==> src/hdl/skos_pkg.sv <==
// Shared constants, name table and helpers for the key options scanner.
package skos_pkg;

	localparam int MAX_LEN = 4096;
	localparam int CNT_W = $clog2(MAX_LEN + 1);
	localparam int NUM_NAMES = 17;
	localparam int NAME_MAX = 16;
	localparam int POS_W = 5;

	localparam logic [NUM_NAMES-1:0] ALL_NAMES = 17'h1FFFF;
	localparam logic [NUM_NAMES-1:0] NEG_NAMES = 17'h001FC;
	localparam logic [NUM_NAMES-1:0] ARG_NAMES = 17'h1FE00;

	// names are right-aligned in each vector; first character is the highest byte in use
	localparam logic [NAME_MAX*8-1:0] NAME_STR [NUM_NAMES] = '{
		"restrict", "cert-authority",
		"port-forwarding", "agent-forwarding", "x11-forwarding",
		"touch-required", "verify-required", "pty", "user-rc",
		"command", "principals", "from", "expiry-time",
		"environment", "permitopen", "permitlisten", "tunnel"
	};
	localparam logic [POS_W-1:0] NAME_LEN [NUM_NAMES] = '{
		5'd8, 5'd14, 5'd15, 5'd16, 5'd14, 5'd14, 5'd15, 5'd3, 5'd7,
		5'd7, 5'd10, 5'd4, 5'd11, 5'd11, 5'd10, 5'd12, 5'd6
	};

	localparam logic [7:0] CH_NUL    = 8'h00;
	localparam logic [7:0] CH_TAB    = 8'h09;
	localparam logic [7:0] CH_SPACE  = 8'h20;
	localparam logic [7:0] CH_COMMA  = 8'h2C;
	localparam logic [7:0] CH_DASH   = 8'h2D;
	localparam logic [7:0] CH_EQUAL  = 8'h3D;
	localparam logic [7:0] CH_QUOTE  = 8'h22;
	localparam logic [7:0] CH_BSLASH = 8'h5C;
	localparam logic [7:0] CH_LOW_N  = 8'h6E;
	localparam logic [7:0] CH_LOW_O  = 8'h6F;

	localparam logic [1:0] STAT_OK        = 2'd0;
	localparam logic [1:0] STAT_MALFORMED = 2'd1;
	localparam logic [1:0] STAT_TOO_LONG  = 2'd2;

	typedef struct packed {
		logic [NUM_NAMES-1:0] keep;
		logic                 hit;
		logic                 hit_arg;
	} match_t;

	function automatic logic [7:0] fold(input logic [7:0] c);
		fold = (c >= 8'h41 && c <= 8'h5A) ? c + 8'd32 : c;
	endfunction

endpackage

==> src/hdl/skos_name_match.sv <==
// Parallel compare of one character against all option names.
module skos_name_match
	import skos_pkg::*;
(
	input  logic [7:0]           char_code,
	input  logic [NUM_NAMES-1:0] mask,
	input  logic [POS_W-1:0]     pos,
	output match_t               result
);

	logic [7:0]           lc;
	logic [NUM_NAMES-1:0] keep;
	logic [NUM_NAMES-1:0] done;
	logic [3:0]           bidx [NUM_NAMES];

	assign lc = fold(char_code);

	always_comb begin
		for (int i = 0; i < NUM_NAMES; i++) begin
			bidx[i] = 4'(NAME_LEN[i] - 5'd1 - pos);
			keep[i] = mask[i] && (pos < NAME_LEN[i]) &&
				(lc == NAME_STR[i][8*bidx[i] +: 8]);
			done[i] = keep[i] && (NAME_LEN[i] == pos + 5'd1);
		end
	end

	// lowest-index completed name decides the option kind
	always_comb begin
		result.keep = keep;
		result.hit = |done;
		result.hit_arg = 1'b0;
		for (int i = NUM_NAMES - 1; i >= 0; i--) begin
			if (done[i]) begin
				result.hit_arg = ARG_NAMES[i];
			end
		end
	end

endmodule

==> src/hdl/ssh_key_options_scanner_core.sv <==
// Top level of the authorized-keys option list scanner.
// A word accepted into the input register is scanned from there once the output can
// take a result; any result it emits is registered onto m_tvalid by the result register.
// Throughput: one character per cycle; s_tready drops only while a result waits
// on the output with m_tready low.
// Reset (arst_n low): scanner idle until a word with start_of_line, output empty.
module ssh_key_options_scanner_core
	import skos_pkg::*;
(
	input  logic        clk,
	input  logic        arst_n,
	input  logic        s_tvalid,
	output logic        s_tready,
	input  logic [7:0]  s_tdata,   // [7:0] char_code
	input  logic [0:0]  s_tuser,   // [0] start_of_line
	output logic        m_tvalid,
	input  logic        m_tready,
	output logic [15:0] m_tdata,   // [11:0] options_length, [15:12] zero
	output logic [1:0]  m_tuser    // [1:0] status
);

	localparam logic [3:0] PH_IDLE       = 4'd0;
	localparam logic [3:0] PH_LINE_START = 4'd1;
	localparam logic [3:0] PH_AFTER_COMMA = 4'd2;
	localparam logic [3:0] PH_NEG1       = 4'd3;
	localparam logic [3:0] PH_NEG2       = 4'd4;
	localparam logic [3:0] PH_NAME       = 4'd5;
	localparam logic [3:0] PH_EQ         = 4'd6;
	localparam logic [3:0] PH_QUOTE      = 4'd7;
	localparam logic [3:0] PH_ARG        = 4'd8;
	localparam logic [3:0] PH_ARG_ESC    = 4'd9;
	localparam logic [3:0] PH_AFTER_OPT  = 4'd10;

	logic             valid_s1;
	logic             sol_s1;
	logic [7:0]       char_s1;

	logic [3:0]           phase_q;
	logic [NUM_NAMES-1:0] mask_q;
	logic [POS_W-1:0]     pos_q;
	logic                 neg_q;
	logic [CNT_W-1:0]     cnt_q;

	logic        out_valid_q;
	logic [1:0]  status_q;
	logic [11:0] len_q;

	logic adv;
	logic accept;

	logic [3:0]           ph;
	logic [NUM_NAMES-1:0] mask_e;
	logic [POS_W-1:0]     pos_e;
	logic                 neg_e;
	logic [CNT_W-1:0]     cnt_e;
	logic [7:0]           lc;
	logic                 is_end;

	logic [NUM_NAMES-1:0] m_mask;
	logic [POS_W-1:0]     m_pos;
	match_t               mres;

	logic [3:0]           phase_n;
	logic [NUM_NAMES-1:0] mask_n;
	logic [POS_W-1:0]     pos_n;
	logic                 neg_n;
	logic [CNT_W-1:0]     cnt_n;
	logic                 emit;
	logic [1:0]           emit_status;
	logic [11:0]          emit_len;

	assign adv = valid_s1 && (!out_valid_q || m_tready);
	assign s_tready = !valid_s1 || adv;
	assign accept = s_tvalid && s_tready;

	// input register
	always_ff @(posedge clk or negedge arst_n) begin
		if (!arst_n) begin
			valid_s1 <= 1'b0;
		end else if (accept) begin
			valid_s1 <= 1'b1;
		end else if (adv) begin
			valid_s1 <= 1'b0;
		end
	end

	always_ff @(posedge clk) begin
		if (accept) begin
			sol_s1 <= s_tuser[0];
			char_s1 <= s_tdata;
		end
	end

	// start of line restarts everything
	assign ph     = sol_s1 ? PH_LINE_START : phase_q;
	assign mask_e = sol_s1 ? ALL_NAMES : mask_q;
	assign pos_e  = sol_s1 ? '0 : pos_q;
	assign neg_e  = sol_s1 ? 1'b0 : neg_q;
	assign cnt_e  = sol_s1 ? '0 : cnt_q;

	assign lc = fold(char_s1);
	assign is_end = (char_s1 == CH_NUL) || (char_s1 == CH_SPACE) || (char_s1 == CH_TAB);

	// a fresh option is matched from position zero against every name
	assign m_mask = (ph == PH_NAME) ? mask_e : ALL_NAMES;
	assign m_pos  = (ph == PH_NAME) ? pos_e : '0;

	skos_name_match u_match (
		.char_code (char_s1),
		.mask      (m_mask),
		.pos       (m_pos),
		.result    (mres)
	);

	always_comb begin
		phase_n = ph;
		mask_n = mask_e;
		pos_n = pos_e;
		neg_n = neg_e;
		cnt_n = cnt_e;
		emit = 1'b0;
		emit_status = STAT_OK;
		emit_len = '0;

		if (ph != PH_IDLE) begin
			if (cnt_e >= CNT_W'(MAX_LEN)) begin
				emit = 1'b1;
				emit_status = STAT_TOO_LONG;
			end else begin
				cnt_n = cnt_e + 1'b1;
				unique case (ph)
					PH_LINE_START, PH_AFTER_COMMA: begin
						if (ph == PH_AFTER_COMMA && char_s1 == CH_NUL) begin
							emit = 1'b1;
							emit_status = STAT_MALFORMED;
						end else if (is_end) begin
							emit = 1'b1;
							emit_len = 12'(cnt_e);
						end else if (char_s1 == CH_COMMA) begin
							phase_n = PH_AFTER_COMMA;
						end else begin
							mask_n = ALL_NAMES;
							pos_n = '0;
							neg_n = 1'b0;
							if (lc == CH_LOW_N) begin
								phase_n = PH_NEG1;
							end else begin
								mask_n = mres.keep;
								pos_n = m_pos + 1'b1;
								if (mres.keep == '0) begin
									emit = 1'b1;
									emit_status = STAT_MALFORMED;
								end else if (mres.hit) begin
									phase_n = mres.hit_arg ? PH_EQ : PH_AFTER_OPT;
								end else begin
									phase_n = PH_NAME;
								end
							end
						end
					end
					PH_NEG1: begin
						if (lc != CH_LOW_O) begin
							emit = 1'b1;
							emit_status = STAT_MALFORMED;
						end else begin
							phase_n = PH_NEG2;
						end
					end
					PH_NEG2: begin
						if (char_s1 != CH_DASH) begin
							emit = 1'b1;
							emit_status = STAT_MALFORMED;
						end else begin
							mask_n = NEG_NAMES;
							pos_n = '0;
							neg_n = 1'b1;
							phase_n = PH_NAME;
						end
					end
					PH_NAME: begin
						mask_n = mres.keep;
						pos_n = m_pos + 1'b1;
						if (mres.keep == '0) begin
							emit = 1'b1;
							emit_status = STAT_MALFORMED;
						end else if (mres.hit) begin
							phase_n = mres.hit_arg ? PH_EQ : PH_AFTER_OPT;
						end
					end
					PH_EQ: begin
						if (char_s1 != CH_EQUAL) begin
							emit = 1'b1;
							emit_status = STAT_MALFORMED;
						end else begin
							phase_n = PH_QUOTE;
						end
					end
					PH_QUOTE: begin
						if (char_s1 != CH_QUOTE) begin
							emit = 1'b1;
							emit_status = STAT_MALFORMED;
						end else begin
							phase_n = PH_ARG;
						end
					end
					PH_ARG, PH_ARG_ESC: begin
						if (char_s1 == CH_NUL) begin
							emit = 1'b1;
							emit_status = STAT_MALFORMED;
						end else if (char_s1 == CH_QUOTE) begin
							// escaped quote stays inside the argument
							phase_n = (ph == PH_ARG_ESC) ? PH_ARG : PH_AFTER_OPT;
						end else begin
							phase_n = (char_s1 == CH_BSLASH) ? PH_ARG_ESC : PH_ARG;
						end
					end
					PH_AFTER_OPT: begin
						if (is_end) begin
							emit = 1'b1;
							emit_len = 12'(cnt_e);
						end else if (char_s1 == CH_COMMA) begin
							phase_n = PH_AFTER_COMMA;
						end else begin
							emit = 1'b1;
							emit_status = STAT_MALFORMED;
						end
					end
					default: begin
						phase_n = PH_IDLE;
					end
				endcase
			end
			if (emit) begin
				phase_n = PH_IDLE;
			end
		end
	end

	// scan state
	always_ff @(posedge clk or negedge arst_n) begin
		if (!arst_n) begin
			phase_q <= PH_IDLE;
			mask_q <= ALL_NAMES;
			pos_q <= '0;
			neg_q <= 1'b0;
			cnt_q <= '0;
		end else if (adv) begin
			phase_q <= phase_n;
			mask_q <= mask_n;
			pos_q <= pos_n;
			neg_q <= neg_n;
			cnt_q <= cnt_n;
		end
	end

	// result register
	always_ff @(posedge clk or negedge arst_n) begin
		if (!arst_n) begin
			out_valid_q <= 1'b0;
		end else if (adv && emit) begin
			out_valid_q <= 1'b1;
		end else if (m_tready) begin
			out_valid_q <= 1'b0;
		end
	end

	always_ff @(posedge clk) begin
		if (adv && emit) begin
			status_q <= emit_status;
			len_q <= emit_len;
		end
	end

	assign m_tvalid = out_valid_q;
	assign m_tdata = {4'b0000, len_q};
	assign m_tuser = status_q;

endmodule
==> config.mk <==
export PLATFORM = sky130hd
export DESIGN_NAME = ssh_key_options_scanner_core
export DESIGN_NICKNAME = d
export VERILOG_FILES = /design/src/hdl/skos_pkg.sv /design/src/hdl/skos_name_match.sv /design/src/hdl/ssh_key_options_scanner_core.sv
export SDC_FILE = /design/constraint.sdc
export NUM_CORES = 1
export LEC_CHECK = 0
export BUFFER_PORTS_ARGS = -buffer_cell sky130_fd_sc_hd__clkbuf_2
export CAP_MARGIN = 20
export CORE_MARGIN = 2
export CORE_UTILIZATION = 30
export DETAILED_ROUTE_END_ITERATION = 16
export GPL_TIMING_DRIVEN = 0
export PLACE_DENSITY_LB_ADDON = 0.3
export SYNTH_ARGS = -nofsm -noshare
export SYNTH_HDL_FRONTEND = slang
export SYNTH_SLANG_ARGS = --single-unit
==> constraint.sdc <==
create_clock -name clk -period 7.3 [get_ports clk]
set_input_delay 1.095 -clock clk [delete_from_list [all_inputs] [get_ports clk]]
set_output_delay 1.095 -clock clk [all_outputs]
set_load 0.1 [all_outputs]
==> implementation parameters <==
Parameter                              Value

Outcome
  Result of the run    complete, no violations

Global route
  Wire length of the first global-routing pass    63,500 um
  Pin count of the biggest net entering global routing    32
  Overall global routing resource usage    27.9%
  Antenna violations before repair    1
  Via count of the first global-routing pass    9,715
  Residual overflow from global routing    0

Synth
  Post-synthesis cell count    1,180
  Number of flops mapped to enable cells by yosys    23
  Synthesized area per cell    7.23 sq um
  Post-synthesis async set-or-reset flop share    64.1%
  Synth top area cells    edfxtp_1, dfrtp_1, a21oi_1, o21ai_0, dfstp_2
  Synth Register Bits    64
  Predominant post-synthesis flop cell    dfrtp_1
  Number of distinct library cells after synthesis    96
  Top-area cell type share of the netlist area    8.09%
  Portion of the post-synthesis area used by sequential elements    20.4%
  Synthesized cell area    8540 sq um
  Synth warn    0
  Cell accounting for the most synthesized area    edfxtp_1

STA
  Skew final    9.10 ps
  Upper clock frequency limit    138 MHz
  Final hold violation count    0
  Setup violation total in the final timing report    0
  Final clock period utilization by the worst path    99.3%
  Final Slew Violations    0
  Final WS setup    54.0 ps
  Minimum clock period after layout    7250 ps
  Relative max-transition margin    21.3%
  Transition time at the pin with the least slew margin    1170 ps
  Setup TNS    0 ps
  Setup repair after global routing missed its margin    false

Final layout
  Share of cells above drive strength 1    11.1%
  Final #Nets    1,261
  Most used cells in the layout excluding fill and tap cells    nor2_1, nand2_1, a21oi_1
  Most common cell after layout, fill and taps aside    nor2_1
  Fill cell instance count of the final layout    3,075
  Growth of design area from synthesis to finish    12.6%

Clock tree
  Sinks on Clock Net    64
  Worst-skew pair later-pin latency    350 ps
  Post-CTS setup buffer count    0
  H-Tree Depth    3
  Clock root cell    clkbuf_16
  Buffer levels on the longest clock path    2
  CTS buffer count    9
  Reg clk slew, reported paths    50 ps
  TritonCTS clock tree    done

Placement
  Half-perimeter wire length after detailed placement    31,300 um
  Input/output buffers    28
  Pre-CTS setup slack    -440 ps
  Routability congestion estimate    1.05

Critical path
  Data arrival, critical path    7480 ps
  Maximum fanout count along the critical path    10
  Required time of the worst setup path    7530 ps
  Crit path kind    reg2reg
  Setup crit start kind    register
  Worst setup EP type    register

Detailed routing
  Iteration-0 DRC count of the detailed router    1,577
  WL/cell    26.6 um
  Via density per instance    6.52
  Total Wirelength    42,800 um
  Number of optimization iterations in the first detailed-route pass    6
  Number of nets still failing antenna checks after routing    0
  Post-detailed-route DRC marker count    0
  Via count    10.5k

Die
  Floorplan die height    173 um
  Count of pins on the block boundary    33
  Die footprint    29,800 sq um
  Die Wd    173 um
  Row count    61
  Initial standard-cell utilization of the core    30.6%
  Core ar.    27,900 sq um

Power
  Part of the total power dissipated in the clock network    33.8%
  Leakage    3.31 nW
  Gate power share    32.2%
  Power density cells    163 nW/um^2
  Peak ir drop on the vdd network    0.000142 V
  Switching pwr    0.602 mW
  Final Total Pwr    1.57 mW
  Switching part of the total power    38.4%
  Sequential power share    34.0%
  Internal power    0.966 mW

Hold path
  Class of the worst hold path    reg2reg

Flow run
  Max-capacitance violation count    0
-- path summary, 6_finish.rpt --
kind,slack (ps),endpoint,cells past startpoint,startpoint
max,50,m_tvalid,23,phase_q[0]
min,480,mask_q[14],2,mask_q[14]
max reg2reg,50,m_tvalid,23,phase_q[0]
min reg2reg,480,mask_q[14],2,mask_q[14]
max in group asynchronous,6080,mask_q[15],2,arst_n
min in group asynchronous,650,cnt_q[0],1,arst_n
-- metrics by stage --
| step | std cells | area (sq um) | util [%] | hold WS (ps) |
|---|---|---|---|---|
| final | 1608 | 9610 | 34.4 | 484 |
| after CTS | 1606 | 9580 | 34.3 | 486 |
| after global routing | 1607 | 9610 | 34.4 | 505 |
| after floorplan | 1183 | 8550 | - | 458 |
| after detailed placement | 1590 | 9190 | 32.9 | 478 |
| after global placement | 1589 | 9160 | 32.8 | 484 |
-- power groups by stage --
stage                     registers (mW)  clock network [mW]  logic (mW)
final                              0.533               0.530       0.505
after global routing               0.538               0.554       0.535
after CTS                          0.528               0.538       0.487
after detailed placement           0.533                   0       0.483
after global placement             0.533                   0       0.481
after floorplan                    0.553                   0       0.294
-- worst max-delay path, stage by stage (launching register included) --
cell and delay [ps]:
dfrtp_1 570, and4bb_1 470, buf_4 290, buf_2 270, buf_2 390, nand2_2 290, clkinvlp_4 330, ha_1 420
inv_1 300, ha_1 440, buf_1 380, clkbuf_2 380, a21oi_1 150, xnor2_1 190, o211ai_1 110, o21ai_0 160
nand4b_1 170, nor4_2 540, nor2_1 130, and4_1 250, buf_6 140, o21ai_2 150, a31oi_2 300, or2_1 280
-- sequential cells by signal (all words and copies together), names as in the netlist --
register  count
phase_q       4
sol_s1        1
m_tvalid      1
m_tuser       2
len_q        12
char_s1       8
pos_q         5
mask_q       17
valid_s1      1
cnt_q        13
-- cells in the mapped netlist (all sizes together), types with 23 or more instances --
cell,count
a21oi,106
and2,23
buf,41
clkbuf,61
dfrtp,24
edfxtp,23
ha,24
nand2,112
nor2,121
nor3,50
o21ai,101
xnor2,48
-- kinds of logic after synthesis --
logic type | Yosys count | share of synthesized area, %
xor gates and xnor gates | 64 | 6.57
buffers and inverters | 126 | 6.36
muxes | 24 | 3.00
AOI/OAI and AO/OA | 399 | 31.4
DFF | 64 | 20.4
other | 1 | 0.0439
adders and majority gates | 24 | 3.52
and+or+nand+nor | 478 | 28.7
-- routing by layer --
layer / vias to the layer above / track usage (%) / part of all wire (%)
li1: 4496 / - / -
met1: 4939 / 36.9 / 39
met2: 846 / 40.0 / 40
met3: 201 / 8.62 / 14
met4: 0 / 16.0 / 7.1
met5: - / 0 / 0
-- cell type report --
type | count | area [sq um] | area share (%)
antenna | 1 | 2.50 | 0.0260
buffer | 102 | 455 | 4.74
clock buffer | 12 | 268 | 2.79
clock inverter | 4 | 97.6 | 1.02
inverter | 24 | 93.8 | 0.976
multi-input combinational | 994 | 6330 | 65.8
sequential | 64 | 1740 | 18.1
tap | 378 | 473 | 4.92
timing repair buffer | 29 | 160 | 1.67
-- repair_timing --
item,4_1_cts,5_1_grt
hold buffers,0,0
resized for setup,5,5
setup endpoints to repair,19,20
gates cloned,0,1
pin swaps,0,1
Power figures use the tool's default switching activity.
